### src/hdl/pngm_pkg.sv
// shared types, constants and helper functions of the 1-bit grayscale PNG encoder
`timescale 1ns / 1ps
package pngm_pkg;

   // field and register widths
   localparam int WIDTH_W   = 14;
   localparam int HEIGHT_W  = 11;
   localparam int STRIDE_W  = 12;
   localparam int COL_W     = 11;
   localparam int RAW_W     = STRIDE_W + HEIGHT_W;
   localparam int LEN_W     = RAW_W + 1;
   localparam int STEP_W    = 6;
   localparam int CSR_IDX_W = 1;

   // largest IDAT chunk data length accepted
   localparam int MAX_IDAT_BYTES = 2048;

   // configuration register indexes
   localparam logic [CSR_IDX_W-1:0] REG_WIDTH  = 1'b0;
   localparam logic [CSR_IDX_W-1:0] REG_HEIGHT = 1'b1;

   // request opcodes
   localparam logic OP_START = 1'b0;
   localparam logic OP_PIXEL = 1'b1;

   // stream constants
   localparam logic [63:0] PNG_SIG          = 64'h89504E470D0A1A0A;
   localparam logic [31:0] IHDR_LEN         = 32'd13;
   localparam logic [31:0] IHDR_TYPE        = 32'h49484452;
   localparam logic [31:0] IDAT_TYPE        = 32'h49444154;
   localparam logic [31:0] IEND_TYPE        = 32'h49454E44;
   localparam logic [31:0] IEND_CRC         = 32'hAE426082;
   localparam logic [7:0]  ZLIB_CMF         = 8'h78;
   localparam logic [7:0]  ZLIB_FLG         = 8'h01;
   localparam logic [7:0]  BLK_FINAL_STORED = 8'h01;
   localparam logic [7:0]  FILTER_NONE      = 8'h00;
   localparam logic [7:0]  BIT_DEPTH_ONE    = 8'h01;
   localparam logic [31:0] CRC_POLY         = 32'hEDB88320;
   localparam logic [16:0] ADLER_MOD        = 17'd65521;
   localparam logic [LEN_W-1:0] IDAT_EXTRA_BYTES = LEN_W'(11);

   // byte positions of the start sequence (counted from its first word)
   localparam logic [STEP_W-1:0] S_IHDR_LEN  = 6'd8;
   localparam logic [STEP_W-1:0] S_IHDR_TYPE = 6'd12;
   localparam logic [STEP_W-1:0] S_IHDR_DATA = 6'd16;
   localparam logic [STEP_W-1:0] S_IHDR_CRC  = 6'd29;
   localparam logic [STEP_W-1:0] S_IDAT_LEN  = 6'd33;
   localparam logic [STEP_W-1:0] S_IDAT_TYPE = 6'd37;
   localparam logic [STEP_W-1:0] S_ZHDR      = 6'd41;
   localparam logic [STEP_W-1:0] S_BLK       = 6'd43;
   localparam logic [STEP_W-1:0] S_FILTER    = 6'd48;

   // IHDR data byte positions holding variable or nonzero values
   localparam logic [STEP_W-1:0] H_WIDTH_HI  = 6'd2;
   localparam logic [STEP_W-1:0] H_WIDTH_LO  = 6'd3;
   localparam logic [STEP_W-1:0] H_HEIGHT_HI = 6'd6;
   localparam logic [STEP_W-1:0] H_HEIGHT_LO = 6'd7;
   localparam logic [STEP_W-1:0] H_DEPTH     = 6'd8;

   // stored block header positions
   localparam logic [STEP_W-1:0] B_FLAGS   = 6'd0;
   localparam logic [STEP_W-1:0] B_LEN_LO  = 6'd1;
   localparam logic [STEP_W-1:0] B_LEN_HI  = 6'd2;
   localparam logic [STEP_W-1:0] B_NLEN_LO = 6'd3;

   // trailer step positions of the last pixel word
   localparam logic [STEP_W-1:0] T_ADLER     = 6'd1;
   localparam logic [STEP_W-1:0] T_CRC       = 6'd5;
   localparam logic [STEP_W-1:0] T_IEND_LEN  = 6'd9;
   localparam logic [STEP_W-1:0] T_IEND_TYPE = 6'd13;
   localparam logic [STEP_W-1:0] T_IEND_CRC  = 6'd17;
   localparam logic [STEP_W-1:0] T_LAST      = 6'd20;

   typedef logic [7:0] octet_type;

   // commands to the checksum unit
   typedef struct packed {
      logic      hdr_init;
      logic      hdr_feed;
      logic      idat_init;
      logic      idat_feed;
      logic      adler_init;
      logic      adler_feed;
      octet_type data;
   } cksum_cmd_type;

   // image size information from the register block
   typedef struct packed {
      logic [WIDTH_W-1:0]  width;
      logic [HEIGHT_W-1:0] height;
      logic [STRIDE_W-1:0] stride;
      logic [15:0]         raw;
      logic [LEN_W-1:0]    chunk_len;
      logic                size_err;
   } size_info_type;

   // one result word
   typedef struct packed {
      octet_type out_byte;
      logic      last_byte;
      logic      size_error;
   } word_type;

   // big-endian byte k of a 32-bit value
   function automatic octet_type be_byte(input logic [31:0] v, input logic [1:0] k);
      octet_type r;
      case (k)
         2'd0: r = v[31:24];
         2'd1: r = v[23:16];
         2'd2: r = v[15:8];
         default: r = v[7:0];
      endcase
      return r;
   endfunction

   // one byte of the reflected CRC-32
   function automatic logic [31:0] crc_byte(input logic [31:0] c, input octet_type b);
      logic [31:0] r;
      r = c ^ {24'd0, b};
      for (int i = 0; i < 8; i++) begin
         r = (r >> 1) ^ (CRC_POLY & {32{r[0]}});
      end
      return r;
   endfunction

endpackage

### src/hdl/png_mono_stored_encoder.sv
// top level: request sequencer of the 1-bit grayscale PNG encoder
// Throughput: one result word per cycle while rsp_stall is low; a request holds the
// sequencer until its final word is taken (a start begins with a setup step that
// gives no word, a pixel at a row end adds a filter byte, the last pixel adds the
// trailer), limited by the single byte output register.
// A word passes the request register and then the byte output register.
// The next request is accepted in the cycle its predecessor's final word is issued.
// Reset (synchronous): no image open, output empty, registers 128 x 32; no clear pass.
`timescale 1ns / 1ps
module png_mono_stored_encoder (
   input  logic                             clock,
   input  logic                             reset,
   input  logic                             req_valid,
   output logic                             req_stall,
   input  logic                             req_op,
   input  logic [7:0]                       req_pixel_byte,
   output logic                             rsp_valid,
   input  logic                             rsp_stall,
   output logic [7:0]                       rsp_out_byte,
   output logic                             rsp_last_byte,
   output logic                             rsp_size_error,
   input  logic                             csr_write_en,
   input  logic [pngm_pkg::CSR_IDX_W-1:0]   csr_index,
   input  logic [pngm_pkg::WIDTH_W-1:0]     csr_data
);
   import pngm_pkg::*;

   size_info_type size_info;
   cksum_cmd_type cmd;
   cksum_cmd_type cmd_go;
   word_type      emit_word;
   logic          emit_valid;
   logic          emit_ready;
   logic [31:0]   hdr_crc;
   logic [31:0]   idat_crc;
   logic [15:0]   adler_low;
   logic [15:0]   adler_high;

   logic                busy_ff;
   logic                op_ff;
   octet_type           pix_ff;
   logic [STEP_W-1:0]   step_ff;
   logic                active_ff;
   logic [COL_W-1:0]    col_ff;
   logic [HEIGHT_W-1:0] row_ff;
   logic [STRIDE_W-1:0] stride_ff;
   logic [HEIGHT_W-1:0] rows_ff;
   logic                final_ff;

   logic                accept;
   logic                can_go;
   logic                last_step;
   logic [STEP_W-1:0]   idx;
   logic [STEP_W-1:0]   kk;
   logic [STRIDE_W-1:0] col_next;
   logic [HEIGHT_W:0]   row_next;
   logic                row_end;
   logic                img_end;
   logic [31:0]         ihdr_crc_out;
   logic [31:0]         idat_crc_out;
   logic [31:0]         chunk_len32;
   logic [31:0]         adler32;

   pngm_csr u_csr (
      .clock        (clock),
      .reset        (reset),
      .csr_write_en (csr_write_en),
      .csr_index    (csr_index),
      .csr_data     (csr_data),
      .size_info    (size_info)
   );

   pngm_cksum u_cksum (
      .clock      (clock),
      .reset      (reset),
      .cmd        (cmd_go),
      .hdr_crc    (hdr_crc),
      .idat_crc   (idat_crc),
      .adler_low  (adler_low),
      .adler_high (adler_high)
   );

   // only a request in progress offers words
   pngm_outbuf u_outbuf (
      .clock          (clock),
      .reset          (reset),
      .emit_valid     (busy_ff && emit_valid),
      .emit_word      (emit_word),
      .emit_ready     (emit_ready),
      .rsp_valid      (rsp_valid),
      .rsp_stall      (rsp_stall),
      .rsp_out_byte   (rsp_out_byte),
      .rsp_last_byte  (rsp_last_byte),
      .rsp_size_error (rsp_size_error)
   );

   // row and image end detection for the pixel being passed
   assign col_next     = {1'b0, col_ff} + STRIDE_W'(1);
   assign row_next     = {1'b0, row_ff} + (HEIGHT_W+1)'(1);
   assign row_end      = col_next >= stride_ff;
   assign img_end      = row_end && (row_next >= {1'b0, rows_ff});
   assign ihdr_crc_out = ~hdr_crc;
   assign idat_crc_out = ~idat_crc;
   assign chunk_len32  = 32'(size_info.chunk_len);
   assign adler32      = {adler_high, adler_low};
   assign idx          = step_ff - STEP_W'(1);

   // word and checksum command for the current step
   always_comb begin
      emit_valid = 1'b0;
      emit_word  = '0;
      cmd        = '0;
      last_step  = 1'b0;
      kk         = '0;
      case (op_ff)
         OP_START: begin
            if (step_ff == '0) begin
               last_step = 1'b0;
            end else if (step_ff == STEP_W'(1) && size_info.size_err) begin
               emit_valid           = 1'b1;
               emit_word.last_byte  = 1'b1;
               emit_word.size_error = 1'b1;
               last_step            = 1'b1;
            end else begin
               emit_valid = 1'b1;
               if (step_ff == STEP_W'(1)) begin
                  cmd.hdr_init   = 1'b1;
                  cmd.idat_init  = 1'b1;
                  cmd.adler_init = 1'b1;
               end
               if (idx < S_IHDR_LEN) begin
                  emit_word.out_byte = 8'(PNG_SIG >> (6'd56 - {idx[2:0], 3'b000}));
               end else if (idx < S_IHDR_TYPE) begin
                  kk = idx - S_IHDR_LEN;
                  emit_word.out_byte = be_byte(IHDR_LEN, kk[1:0]);
               end else if (idx < S_IHDR_DATA) begin
                  kk = idx - S_IHDR_TYPE;
                  emit_word.out_byte = be_byte(IHDR_TYPE, kk[1:0]);
                  cmd.hdr_feed = 1'b1;
               end else if (idx < S_IHDR_CRC) begin
                  kk = idx - S_IHDR_DATA;
                  case (kk)
                     H_WIDTH_HI:  emit_word.out_byte = {2'b00, size_info.width[13:8]};
                     H_WIDTH_LO:  emit_word.out_byte = size_info.width[7:0];
                     H_HEIGHT_HI: emit_word.out_byte = {5'd0, size_info.height[10:8]};
                     H_HEIGHT_LO: emit_word.out_byte = size_info.height[7:0];
                     H_DEPTH:     emit_word.out_byte = BIT_DEPTH_ONE;
                     default:     emit_word.out_byte = '0;
                  endcase
                  cmd.hdr_feed = 1'b1;
               end else if (idx < S_IDAT_LEN) begin
                  kk = idx - S_IHDR_CRC;
                  emit_word.out_byte = be_byte(ihdr_crc_out, kk[1:0]);
               end else if (idx < S_IDAT_TYPE) begin
                  kk = idx - S_IDAT_LEN;
                  emit_word.out_byte = be_byte(chunk_len32, kk[1:0]);
               end else if (idx < S_ZHDR) begin
                  kk = idx - S_IDAT_TYPE;
                  emit_word.out_byte = be_byte(IDAT_TYPE, kk[1:0]);
                  cmd.idat_feed = 1'b1;
               end else if (idx < S_BLK) begin
                  emit_word.out_byte = (idx == S_ZHDR) ? ZLIB_CMF : ZLIB_FLG;
                  cmd.idat_feed = 1'b1;
               end else if (idx < S_FILTER) begin
                  kk = idx - S_BLK;
                  case (kk)
                     B_FLAGS:   emit_word.out_byte = BLK_FINAL_STORED;
                     B_LEN_LO:  emit_word.out_byte = size_info.raw[7:0];
                     B_LEN_HI:  emit_word.out_byte = size_info.raw[15:8];
                     B_NLEN_LO: emit_word.out_byte = ~size_info.raw[7:0];
                     default:   emit_word.out_byte = ~size_info.raw[15:8];
                  endcase
                  cmd.idat_feed = 1'b1;
               end else begin
                  emit_word.out_byte = FILTER_NONE;
                  cmd.idat_feed  = 1'b1;
                  cmd.adler_feed = 1'b1;
                  last_step      = 1'b1;
               end
            end
         end
         OP_PIXEL: begin
            if (step_ff == '0) begin
               if (!active_ff) begin
                  last_step = 1'b1;
               end else begin
                  emit_valid         = 1'b1;
                  emit_word.out_byte = pix_ff;
                  cmd.idat_feed      = 1'b1;
                  cmd.adler_feed     = 1'b1;
                  last_step          = !row_end;
               end
            end else if (!final_ff) begin
               emit_valid         = 1'b1;
               emit_word.out_byte = FILTER_NONE;
               cmd.idat_feed      = 1'b1;
               cmd.adler_feed     = 1'b1;
               last_step          = 1'b1;
            end else begin
               emit_valid = 1'b1;
               if (step_ff < T_CRC) begin
                  kk = step_ff - T_ADLER;
                  emit_word.out_byte = be_byte(adler32, kk[1:0]);
                  cmd.idat_feed = 1'b1;
               end else if (step_ff < T_IEND_LEN) begin
                  kk = step_ff - T_CRC;
                  emit_word.out_byte = be_byte(idat_crc_out, kk[1:0]);
               end else if (step_ff < T_IEND_TYPE) begin
                  emit_word.out_byte = '0;
               end else if (step_ff < T_IEND_CRC) begin
                  kk = step_ff - T_IEND_TYPE;
                  emit_word.out_byte = be_byte(IEND_TYPE, kk[1:0]);
               end else begin
                  kk = step_ff - T_IEND_CRC;
                  emit_word.out_byte  = be_byte(IEND_CRC, kk[1:0]);
                  emit_word.last_byte = (step_ff == T_LAST);
                  last_step           = (step_ff == T_LAST);
               end
            end
         end
         default: last_step = 1'b1;
      endcase
      cmd.data = emit_word.out_byte;
   end

   // a step proceeds when it has no word or the output register takes it
   assign can_go    = busy_ff && (!emit_valid || emit_ready);
   assign cmd_go    = can_go ? cmd : '0;
   assign req_stall = busy_ff && !(can_go && last_step);
   assign accept    = req_valid && !req_stall;

   // request register and step counter
   always_ff @(posedge clock) begin
      if (reset) begin
         busy_ff <= 1'b0;
         step_ff <= '0;
      end else if (accept) begin
         busy_ff <= 1'b1;
         step_ff <= '0;
      end else if (can_go) begin
         if (last_step) begin
            busy_ff <= 1'b0;
         end else begin
            step_ff <= step_ff + STEP_W'(1);
         end
      end
   end

   always_ff @(posedge clock) begin
      if (accept) begin
         op_ff  <= req_op;
         pix_ff <= req_pixel_byte;
      end
   end

   // image position and open flag
   always_ff @(posedge clock) begin
      if (reset) begin
         active_ff <= 1'b0;
         col_ff    <= '0;
         row_ff    <= '0;
         final_ff  <= 1'b0;
      end else if (can_go) begin
         if (op_ff == OP_START) begin
            if (step_ff == STEP_W'(1)) begin
               col_ff    <= '0;
               row_ff    <= '0;
               active_ff <= 1'b0;
            end
            if (last_step && !size_info.size_err) begin
               active_ff <= 1'b1;
            end
         end else if (step_ff == '0 && active_ff) begin
            final_ff <= img_end;
            if (row_end) begin
               col_ff <= '0;
               row_ff <= row_next[HEIGHT_W-1:0];
               if (img_end) begin
                  active_ff <= 1'b0;
               end
            end else begin
               col_ff <= col_next[COL_W-1:0];
            end
         end
      end
   end

   // image geometry latched at start
   always_ff @(posedge clock) begin
      if (can_go && op_ff == OP_START && step_ff == STEP_W'(1)) begin
         stride_ff <= size_info.stride;
         rows_ff   <= size_info.height;
      end
   end

endmodule

### src/hdl/pngm_csr.sv
// configuration registers and image size check
`timescale 1ns / 1ps
module pngm_csr (
   input  logic                             clock,
   input  logic                             reset,
   input  logic                             csr_write_en,
   input  logic [pngm_pkg::CSR_IDX_W-1:0]   csr_index,
   input  logic [pngm_pkg::WIDTH_W-1:0]     csr_data,
   output pngm_pkg::size_info_type          size_info
);
   import pngm_pkg::*;

   logic [WIDTH_W-1:0]  width_ff;
   logic [HEIGHT_W-1:0] height_ff;
   logic [RAW_W-1:0]    raw_ff;
   logic [RAW_W-1:0]    raw_in;
   logic [STRIDE_W-1:0] stride;
   logic [LEN_W-1:0]    chunk_len;

   // register writes
   always_ff @(posedge clock) begin
      if (reset) begin
         width_ff  <= WIDTH_W'(128);
         height_ff <= HEIGHT_W'(32);
      end else if (csr_write_en) begin
         case (csr_index)
            REG_WIDTH:  width_ff  <= csr_data;
            REG_HEIGHT: height_ff <= csr_data[HEIGHT_W-1:0];
            default: ;
         endcase
      end
   end

   // row stride in bytes and raw scanline data size
   assign stride = STRIDE_W'(({1'b0, width_ff} + (WIDTH_W+1)'(7)) >> 3);
   assign raw_in = (RAW_W'(stride) + RAW_W'(1)) * RAW_W'(height_ff);

   always_ff @(posedge clock) begin
      raw_ff <= raw_in;
   end

   assign chunk_len = {1'b0, raw_ff} + IDAT_EXTRA_BYTES;

   always_comb begin
      size_info.width     = width_ff;
      size_info.height    = height_ff;
      size_info.stride    = stride;
      size_info.raw       = raw_ff[15:0];
      size_info.chunk_len = chunk_len;
      size_info.size_err  = (width_ff == '0) || (height_ff == '0) ||
                            (chunk_len > LEN_W'(MAX_IDAT_BYTES));
   end

endmodule

### src/hdl/pngm_cksum.sv
// CRC-32 and Adler-32 accumulators
`timescale 1ns / 1ps
module pngm_cksum (
   input  logic                     clock,
   input  logic                     reset,
   input  pngm_pkg::cksum_cmd_type  cmd,
   output logic [31:0]              hdr_crc,
   output logic [31:0]              idat_crc,
   output logic [15:0]              adler_low,
   output logic [15:0]              adler_high
);
   import pngm_pkg::*;

   logic [31:0] hdr_crc_ff;
   logic [31:0] idat_crc_ff;
   logic [15:0] low_ff;
   logic [15:0] high_ff;
   logic [16:0] low_sum;
   logic [15:0] low_in;
   logic [16:0] high_sum;
   logic [15:0] high_in;

   // adler sums with one conditional subtract each
   always_comb begin
      low_sum  = {1'b0, low_ff} + {9'd0, cmd.data};
      low_in   = (low_sum >= ADLER_MOD) ? 16'(low_sum - ADLER_MOD) : low_sum[15:0];
      high_sum = {1'b0, high_ff} + {1'b0, low_in};
      high_in  = (high_sum >= ADLER_MOD) ? 16'(high_sum - ADLER_MOD) : high_sum[15:0];
   end

   // header crc, running idat crc and adler sums
   always_ff @(posedge clock) begin
      if (reset) begin
         hdr_crc_ff  <= '1;
         idat_crc_ff <= '1;
         low_ff      <= 16'd1;
         high_ff     <= '0;
      end else begin
         if (cmd.hdr_init) begin
            hdr_crc_ff <= '1;
         end else if (cmd.hdr_feed) begin
            hdr_crc_ff <= crc_byte(hdr_crc_ff, cmd.data);
         end
         if (cmd.idat_init) begin
            idat_crc_ff <= '1;
         end else if (cmd.idat_feed) begin
            idat_crc_ff <= crc_byte(idat_crc_ff, cmd.data);
         end
         if (cmd.adler_init) begin
            low_ff  <= 16'd1;
            high_ff <= '0;
         end else if (cmd.adler_feed) begin
            low_ff  <= low_in;
            high_ff <= high_in;
         end
      end
   end

   assign hdr_crc    = hdr_crc_ff;
   assign idat_crc   = idat_crc_ff;
   assign adler_low  = low_ff;
   assign adler_high = high_ff;

endmodule

### src/hdl/pngm_outbuf.sv
// result output register
`timescale 1ns / 1ps
module pngm_outbuf (
   input  logic                clock,
   input  logic                reset,
   input  logic                emit_valid,
   input  pngm_pkg::word_type  emit_word,
   output logic                emit_ready,
   output logic                rsp_valid,
   input  logic                rsp_stall,
   output logic [7:0]          rsp_out_byte,
   output logic                rsp_last_byte,
   output logic                rsp_size_error
);
   import pngm_pkg::*;

   logic     valid_ff;
   word_type word_ff;

   // free when empty or when the held word leaves this cycle
   assign emit_ready = !valid_ff || !rsp_stall;

   always_ff @(posedge clock) begin
      if (reset) begin
         valid_ff <= 1'b0;
      end else if (emit_ready) begin
         valid_ff <= emit_valid;
      end
   end

   always_ff @(posedge clock) begin
      if (emit_ready && emit_valid) begin
         word_ff <= emit_word;
      end
   end

   assign rsp_valid      = valid_ff;
   assign rsp_out_byte   = word_ff.out_byte;
   assign rsp_last_byte  = word_ff.last_byte;
   assign rsp_size_error = word_ff.size_error;

endmodule

### config.mk
export PLATFORM = sky130hd
export DESIGN_NAME = png_mono_stored_encoder
export DESIGN_NICKNAME = d
export VERILOG_FILES = /design/src/hdl/pngm_pkg.sv /design/src/hdl/png_mono_stored_encoder.sv /design/src/hdl/pngm_csr.sv /design/src/hdl/pngm_cksum.sv /design/src/hdl/pngm_outbuf.sv
export SDC_FILE = /design/constraint.sdc
export NUM_CORES = 1
export LEC_CHECK = 0
export BUFFER_PORTS_ARGS = -buffer_cell sky130_fd_sc_hd__buf_2
export CELL_PAD_IN_SITES_DETAIL_PLACEMENT = 2
export CELL_PAD_IN_SITES_GLOBAL_PLACEMENT = 2
export CORE_AREA = 2 2 223 280
export CTS_CLUSTER_SIZE = 24
export DETAILED_ROUTE_END_ITERATION = 6
export DIE_AREA = 0 0 225 282
export MAX_ROUTING_LAYER = met4
export PLACE_DENSITY = 0.75
export REMOVE_ABC_BUFFERS = 1
export SLEW_MARGIN = 20
export SYNTH_ARGS = -nofsm -noshare
export SYNTH_HDL_FRONTEND = slang
export SYNTH_SLANG_ARGS = --single-unit
### constraint.sdc
create_clock -name clock -period 11.03 [get_ports clock]
set_clock_uncertainty 0.2 [all_clocks]
set_input_delay 1.6545 -clock clock [delete_from_list [all_inputs] [get_ports clock]]
set_output_delay 1.6545 -clock clock [all_outputs]
set_load 0.01 [all_outputs]
-- Yosys cells after proc, flatten, opt, wreduce, memory -nomap -nowiden
Cells that the tools add are included.
W data, S select, Z words.
- $add $sub $neg: 22
- multiply operators: 1
- divide/modulo/power cells: 0
- magnitude comparators: 18
- eq/ne operators: 32
- shifts and indexed selects: 1
- multiplexer cells: 98
- bitwise gates (word level): 25
- reduce and logical (&&, ||, !) cells: 54
- operator list (cell ; number):
    $xor A31 B32 Y32 ; 16
    $mux W8 ; 17
    $pmux W8 S3 ; 5
    $mux W11 ; 7
    $not A32 Y32 ; 2
    $shr A64 B6 Y8 const A ; 1
    $xor A32 B8 Y32 ; 2
    $mux W1 ; 49
    $pmux W8 S5 ; 1
    $ge A17 B16 Y1 const B ; 2
    $mux W16 ; 2
    $pmux W8 S4 ; 1
    $sub A16 B16 Y16 const B ; 2
    $lt A6 B6 Y1 const B ; 5
    $pmux W5 S3 ; 2
    $add A11 B1 Y12 const B ; 2
    $add A23 B4 Y24 const B ; 1
    $eq A6 B2 Y1 const B ; 4
    $gt A24 B12 Y1 const B ; 1
    $lt A6 B4 Y1 const B ; 4
    $mul A23 B11 Y23 ; 1
    $eq A2 B1 Y1 const B ; 9
    $eq A2 B2 Y1 const B ; 9
    $logic_not A2 Y1 ; 9
    46 further kinds ; 97
- flip-flop bits (word level): 218
- bits in latches: 0
- memory bits (writable): 0
- memory bits (read-only): 0
- bits of input ports: 29
- word-level logic and storage cells: 272
- memories kept: 0

-- Longest topological paths before layout
- depth in word-level cells: 26
- gate-level depth with buffers: 47

-- By module
Synthesis repeated with hierarchy kept, for this count alone.
- cell total of the unflattened synthesis: 2553
- area, all modules: 20832.5 µm²
- modules (own cells, without submodules) (module ; instances ; cells an instance ; area each (µm²)):
    pngm_cksum ; 1 ; 899 ; 7219.4
    pngm_csr ; 1 ; 851 ; 7139.3
    png_mono_stored_encoder ; 1 ; 788 ; 6134.6
    pngm_outbuf ; 1 ; 15 ; 339.1

-- Worst setup path before layout
OpenSTA, ideal clock, no wires.
- kind: register to register
- from: reg step_ff[1]
- to: reg u_cksum.high_ff[10] (netlist: u_cksum.adler_high[10])
- arrival: 9.848 ns
- setup slack: 0.866 ns
- stages on the path, launching flop included: 47
- path buffers: 6
- period minus slack after synthesis: 10.164 ns
- path through: dfxtp_1 clkbuf_1 clkbuf_1 inv_1 ha_1 buf_2 or3b_2 clkbuf_1 xor2_1 a31oi_1 o211ai_1 a211o_1 a31oi_1 o2111ai_1 a21o_1 a21oi_1 ha_1 fa_1 [11 not listed] xnor2_1 ha_1 inv_1 fa_1 nand3b_1 a21boi_0 o21ai_0 nand2_1 a31oi_1 o21ai_0 xnor2_1 a2111oi_0 nand3_1 o31a_1 buf_1 nor3_1 xnor2_1 o211a_1
- longest elaborated chain between the ends: 23
- elaborated cells on any way between the ends: 128
- those cells by class: add/sub (16); order compare (15); eq/ne (28); shift (1); mux (51); reduce/logical (17)
- ends and longest elaborated chain (element ; line ; text):
    from (decl) ; png_mono_stored_encoder.sv:42 ; logic [STEP_W-1:0] step_ff;
    from (signal assigned) ; png_mono_stored_encoder.sv:244 ; step_ff <= step_ff + STEP_W'(1);
    $sub A6 B1 Y6 ; - ;
    $sub A6 B6 Y6 ; png_mono_stored_encoder.sv:165 ; kk = idx - S_BLK;
    $eq A6 B2 Y1 (tied with other cells) ; png_mono_stored_encoder.sv:166 ; case (kk)
    $pmux W8 S4 ; png_mono_stored_encoder.sv:166 ;
    $mux W8 ; png_mono_stored_encoder.sv:164 ; end else if (idx < S_FILTER) begin
    $mux W8 ; png_mono_stored_encoder.sv:161 ; end else if (idx < S_BLK) begin
    $mux W8 ; png_mono_stored_encoder.sv:157 ; end else if (idx < S_ZHDR) begin
    $mux W8 ; png_mono_stored_encoder.sv:154 ; end else if (idx < S_IDAT_TYPE) begin
    [8 not listed] ; - ;
    $mux W14 * ; png_mono_stored_encoder.sv:228 ; assign cmd_go = can_go ? cmd : '0;
    $add A16 B8 Y17 * ; pngm_cksum.sv:25 ; low_sum = {1'b0, low_ff} + {9'd0, cmd.data};
    $sub A16 B16 Y16 / $ge A17 B16 Y1 (equally long branches) ; pngm_cksum.sv:26 ; low_in = (low_sum >= ADLER_MOD) ? 16'(low_sum - ADLER_MOD) : low_sum[15:0];
    $mux W16 * ; pngm_cksum.sv:26 ;
    named net u_cksum.low_in[0] ; pngm_cksum.sv:19 ; logic [15:0] low_in;
    $add A16 B16 Y17 * ; pngm_cksum.sv:27 ; high_sum = {1'b0, high_ff} + {1'b0, low_in};
    $sub A16 B16 Y16 / $ge A17 B16 Y1 (equally long branches) ; pngm_cksum.sv:28 ; high_in = (high_sum >= ADLER_MOD) ? 16'(high_sum - ADLER_MOD) : high_sum[15:0];
    $mux W16 * ; pngm_cksum.sv:28 ;
    to (signal assigned) ; pngm_cksum.sv:54 ; high_ff <= high_in;
    to (decl) ; pngm_cksum.sv:17 ; logic [15:0] high_ff;
The timed path passes the listed nets; every way through them passes the cells marked *.
A chain may end at the register's enable or synchronous reset.

-- Final worst setup path
- from: reg u_csr.raw_ff[10]
- to: reg u_cksum.high_ff[6] (netlist: u_cksum.adler_high[6])
- longest elaborated chain between the ends: 21
- elaborated cells on any way between the ends: 33
- those cells by class: add/sub (5); order compare (3); mux (21); bitwise (1); reduce/logical (3)
- ends and longest elaborated chain (element ; line ; text):
    from (decl) ; pngm_csr.sv:15 ; logic [RAW_W-1:0] raw_ff;
    from (signal assigned) ; pngm_csr.sv:39 ; raw_ff <= raw_in;
    parallel branches: the longest is 11 deep, another holds $add A23 B4 Y24 ; - ;
    $mux W8 * ; png_mono_stored_encoder.sv:119 ; end else if (step_ff == STEP_W'(1) && size_info.size_err) begin
    $mux W10 * ; png_mono_stored_encoder.sv:117 ; if (step_ff == '0) begin
    $pmux W9 S2 * ; png_mono_stored_encoder.sv:115 ; case (op_ff)
    $mux W14 * ; png_mono_stored_encoder.sv:228 ;
    $add A16 B8 Y17 * ; pngm_cksum.sv:25 ;
    $sub A16 B16 Y16 / $ge A17 B16 Y1 (equally long branches) ; pngm_cksum.sv:26 ;
    $mux W16 * ; pngm_cksum.sv:26 ;
    named net u_cksum.low_in[3] ; pngm_cksum.sv:19 ;
    $add A16 B16 Y17 * ; pngm_cksum.sv:27 ;
    $sub A16 B16 Y16 / $ge A17 B16 Y1 (equally long branches) ; pngm_cksum.sv:28 ;
    $mux W16 * ; pngm_cksum.sv:28 ;
Mark *: on every way through the listed nets, which the timed path passes.

==> reports/results.md <==
| Result | This run | Unit |
|:---|:---|:---|
| Die height | 282 | um |
| Flop-to-flop setup slack | 0.63 | ns |
| Die outline width | 225 | um |
| Final Core Density | 37.5 | % |
| Cell area after synthesis | 20500 | um2 |
| Detailed Route Iter0 Violations | 849 | - |
| Share of layout cells above drive strength 1 | 9.84 | % |
| Arrival time at the worst endpoint | 10.70 | ns |
| Worst slack on hold paths | 0.273 | ns |
| Most Frequent Cell on Critical Path | sky130_fd_sc_hd__a21oi_1 | - |
| Largest net degree at the start of global routing | 60 | - |
| DRC errors left | 0 | - |
| Post-synth EDFFs | 42 | - |
| Number of CTS-inserted buffers | 27 | - |
| Clock root buffer | sky130_fd_sc_hd__clkbuf_16 | - |
| Maximum capacitance violations | 0 | - |
| Area growth from synthesis to final layout | 10.7 | % |
| Antenna violations before repair | 1 | - |
| Quantity of I/O buffers inserted on ports | 40 | - |
| Maximum fanout count along the critical path | 15 | - |
| Design Power | 2.19 | mW |
| Largest stage delay on the critical path | 0.59 | ns |
| Type of the tightest min-delay check | reg -> reg | - |
| Final Cycle Share | 94.3 | % |
| Post-Syn Instances | 2508 | - |
| Setup violators final | 0 | - |
| Fraction of registers with async set/reset | 0 | % |
| Worst Setup Start Kind | flop | - |
| Number of buffers added to fix hold violations after cts | 0 | - |
| Layout filler cell count | 6952 | - |
| Number of max-slew violations in the final report | 0 | - |
| Result of the run | finished clean | - |
| Yosys reg bits | 218 | - |
| Maximum clock rate | 96.1 | MHz |
| CTS sink count | 218 | - |
| Worst slew margin | 30.8 | % |
| Count of distinct cell types in the synthesized netlist | 95 | - |
| # H-tree levels | 1 | - |
| Classification of the worst setup path | reg -> reg | - |
| Detailed-route via count | 18900 | - |
| Total global routing track utilization | 25.4 | % |
| Sequential-to-total area share from yosys stat | 23.4 | % |
| Placed standard-cell area | 21700 | um2 |
| I/O pin total | 41 | - |
| Count of standard-cell rows | 101 | - |
| Final wirelength | 77700 | um |
| Post-DR wirelength/cell | 23.4 | um |
| CTS max path bufs | 3 | - |
| Ant. Diodes | 0 | - |
| Syn Area/Cell | 8.17 | um2 |
| Clock Pin Slew Worst Setup and Hold Paths | 0.06 | ns |
| Area of combinational cells with multiple inputs | 14500 | um2 |
| VDD IR-drop max | 0.116 | mV |
| Hold violation count in the final report | 0 | - |
| Core Footprint | 60500 | um2 |
| Die Footprint | 63500 | um2 |
| Overflow left after global routing | 0 | - |
| Final Critical Period | 10.40 | ns |
| Via count of the first global-routing pass | 21100 | - |
| Gpl congestion | 0.915 | - |
| Detailed-router iteration count before antenna repair | 7 | - |
| Predominant post-synthesis flop cell | sky130_fd_sc_hd__dfxtp_1 | - |
| Wire length of the first global-routing pass | 123000 | um |
| Finished layout cell area | 22700 | um2 |
| Pwr dens | 96.7 | nW/um2 |
| Number of nets in the finished design | 2773 | - |
| CTS tree | done | - |
| Required time at the worst-slack endpoint | 11.33 | ns |
| Starting density of the core | 33.8 | % |
| Post-detailed-placement half-perimeter wirelength | 60100 | um |
| Storage cell area | 4790 | um2 |
| Final cell count without fillers | 3313 | - |
| Number of placed cells counting well taps | 3259 | - |
| Vias per inst | 5.70 | - |
| Clock latency at the later pin of the worst-skew pair | 0.60 | ns |
| Number of warnings reported in the yosys synthesis log | 0 | - |
| Transition time of the tightest slew-check pin | 1.03 | ns |
| Leakage dissipation | 9.37 | nW |
| Kind of end point of the critical path | flop | - |
| Critical Path Slowest Stage Cell | sky130_fd_sc_hd__or4_4 | - |
| Antenna Violating Nets Remaining | 0 | - |
per-stage QoR:
step	setup TNS [ns]	setup WS [ns]
final	0	0.626
after global routing	-0.0456	-0.0313
after CTS	0	0.00625
after detailed placement	0	0.157
after global placement	0	0.582
after floorplan	0	0.539
critical path, delay by kind of cell (launching register included):
family / cells / cell delay, ns
buffers and inverters: 2 / 0.39
AND/OR/NAND/NOR: 10 / 2.91
adder cells (fa/ha/maj): 3 / 0.73
XOR/XNOR: 3 / 0.59
flip-flops: 1 / 0.55
AO/OA/AOI/OAI: 21 / 4.91
power by group:
| group | internal [mW] | total [mW] | switching, mW |
|---|---|---|---|
| Sequential | 0.845 | 0.913 | 0.0687 |
| Clock | 0.484 | 0.890 | 0.407 |
| Combinational | 0.148 | 0.390 | 0.242 |
what timing repair did:
action,CTS,global route
hold endpoints to repair,0,0
resized for setup,0,29
setup endpoints to repair,0,16
buffers inserted,0,4
cells in the final DEF (no fill, tap or decap), types with 12 or more instances in the layout:
cell,count
sky130_fd_sc_hd__a211oi_1,24
sky130_fd_sc_hd__nand2b_1,26
sky130_fd_sc_hd__edfxtp_1,42
sky130_fd_sc_hd__o21ai_0,120
sky130_fd_sc_hd__and3_1,28
sky130_fd_sc_hd__xor2_1,67
sky130_fd_sc_hd__nor4_1,30
sky130_fd_sc_hd__nand3_1,50
sky130_fd_sc_hd__inv_1,206
sky130_fd_sc_hd__mux2i_1,19
sky130_fd_sc_hd__fa_1,99
sky130_fd_sc_hd__or2_2,14
sky130_fd_sc_hd__xnor2_1,165
sky130_fd_sc_hd__a21oi_1,164
sky130_fd_sc_hd__a21o_1,32
sky130_fd_sc_hd__nor2b_1,13
sky130_fd_sc_hd__a22oi_1,12
sky130_fd_sc_hd__nand3b_1,23
sky130_fd_sc_hd__or3_1,14
sky130_fd_sc_hd__nor2_1,138
sky130_fd_sc_hd__nand4_1,15
sky130_fd_sc_hd__buf_2,40
sky130_fd_sc_hd__o22ai_1,14
sky130_fd_sc_hd__clkbuf_16,27
sky130_fd_sc_hd__buf_4,79
sky130_fd_sc_hd__ha_1,124
sky130_fd_sc_hd__dfxtp_1,170
sky130_fd_sc_hd__o21a_1,15
sky130_fd_sc_hd__and2_1,76
sky130_fd_sc_hd__o211ai_1,49
sky130_fd_sc_hd__a31oi_1,22
sky130_fd_sc_hd__nor3_1,38
sky130_fd_sc_hd__nand2_1,313
synth_stat cells, types with 10 or more instances:
cell,count,area [um2]
sky130_fd_sc_hd__o22ai_1,14,87.6
sky130_fd_sc_hd__nor2b_1,14,87.6
sky130_fd_sc_hd__or3_1,14,87.6
sky130_fd_sc_hd__mux2i_1,20,200
sky130_fd_sc_hd__or2_2,14,87.6
sky130_fd_sc_hd__nor4_1,30,188
sky130_fd_sc_hd__a211oi_1,25,188
sky130_fd_sc_hd__dfxtp_1,176,3520
sky130_fd_sc_hd__a21oi_1,166,831
sky130_fd_sc_hd__o211ai_1,49,368
sky130_fd_sc_hd__inv_1,206,773
sky130_fd_sc_hd__a222oi_1,10,100
sky130_fd_sc_hd__o21ai_0,121,606
sky130_fd_sc_hd__fa_1,99,1980
sky130_fd_sc_hd__and2_1,76,475
sky130_fd_sc_hd__nor2_1,139,522
sky130_fd_sc_hd__ha_1,125,1560
sky130_fd_sc_hd__clkbuf_1,114,428
sky130_fd_sc_hd__buf_2,13,65.1
sky130_fd_sc_hd__xor2_1,69,604
sky130_fd_sc_hd__nor3_1,39,195
sky130_fd_sc_hd__nand2b_1,26,163
sky130_fd_sc_hd__o31ai_1,10,75.1
sky130_fd_sc_hd__a21o_1,33,248
sky130_fd_sc_hd__buf_1,13,48.8
sky130_fd_sc_hd__o21a_1,15,113
sky130_fd_sc_hd__nand3_1,50,250
sky130_fd_sc_hd__a22oi_1,13,97.6
sky130_fd_sc_hd__a31oi_1,22,138
sky130_fd_sc_hd__nand2_1,314,1180
sky130_fd_sc_hd__nand3b_1,23,173
sky130_fd_sc_hd__nand4_1,15,93.8
sky130_fd_sc_hd__and3_1,28,175
sky130_fd_sc_hd__edfxtp_1,42,1260
sky130_fd_sc_hd__xnor2_1,168,1470
sequential cells by signal, indices dropped and copies added, names as in the netlist, 6 cells and up:
name / count
step_ff: 6
u_cksum.hdr_crc: 32
u_csr.height_ff: 11
stride_ff: 12
u_cksum.idat_crc: 32
u_outbuf.rsp_out_byte: 8
col_ff: 11
row_ff: 11
rows_ff: 11
u_csr.raw_ff: 23
u_cksum.adler_high: 16
u_cksum.adler_low: 16
u_csr.width_ff: 14
pix_ff: 8
cell type report:
class	instances	area share, %
clock inverters	18	0.629
multi-input cells	1946	63.9
well taps	772	4.26
inverters	208	3.44
clock buffers	32	3.11
flip-flops and latches	218	21.1
repair buffers	119	3.50
worst paths after layout:
kind                    startpoint                     to  depth (start not counted)
hold reg to reg          col_ff[1]              col_ff[1]                          2
setup reg to reg  u_csr.raw_ff[10]  u_cksum.adler_high[6]                         39
hold / removal           col_ff[1]              col_ff[1]                          2
setup / recovery  u_csr.raw_ff[10]  u_cksum.adler_high[6]                         39
layer usage:
| metal | vias up | global-route usage (%) | routed length [um] |
|---|---|---|---|
| met3 | 132 | 2.28 | 2370 |
| met1 | 9746 | 28.5 | 31700 |
| li1 | 8717 | - | - |
| met5 | - | - | 0 |
| met2 | 302 | 47.3 | 41000 |
| met4 | 0 | 8.17 | 2590 |
logic make-up after synthesis:
| kind of cell | after synthesis | synth area share (%) |
|---|---|---|
| flip-flops | 218 | 23.4 |
| adder cells (fa/ha/maj) | 224 | 17.3 |
| XOR/XNOR | 251 | 11.4 |
| AND/OR/NAND/NOR | 815 | 19.4 |
| other | 2 | 0.0367 |
| buffers and inverters | 352 | 6.64 |
| multiplexers | 25 | 1.25 |
| AO/OA/AOI/OAI | 621 | 20.6 |
Note: power is estimated with default switching activity, not from simulation.
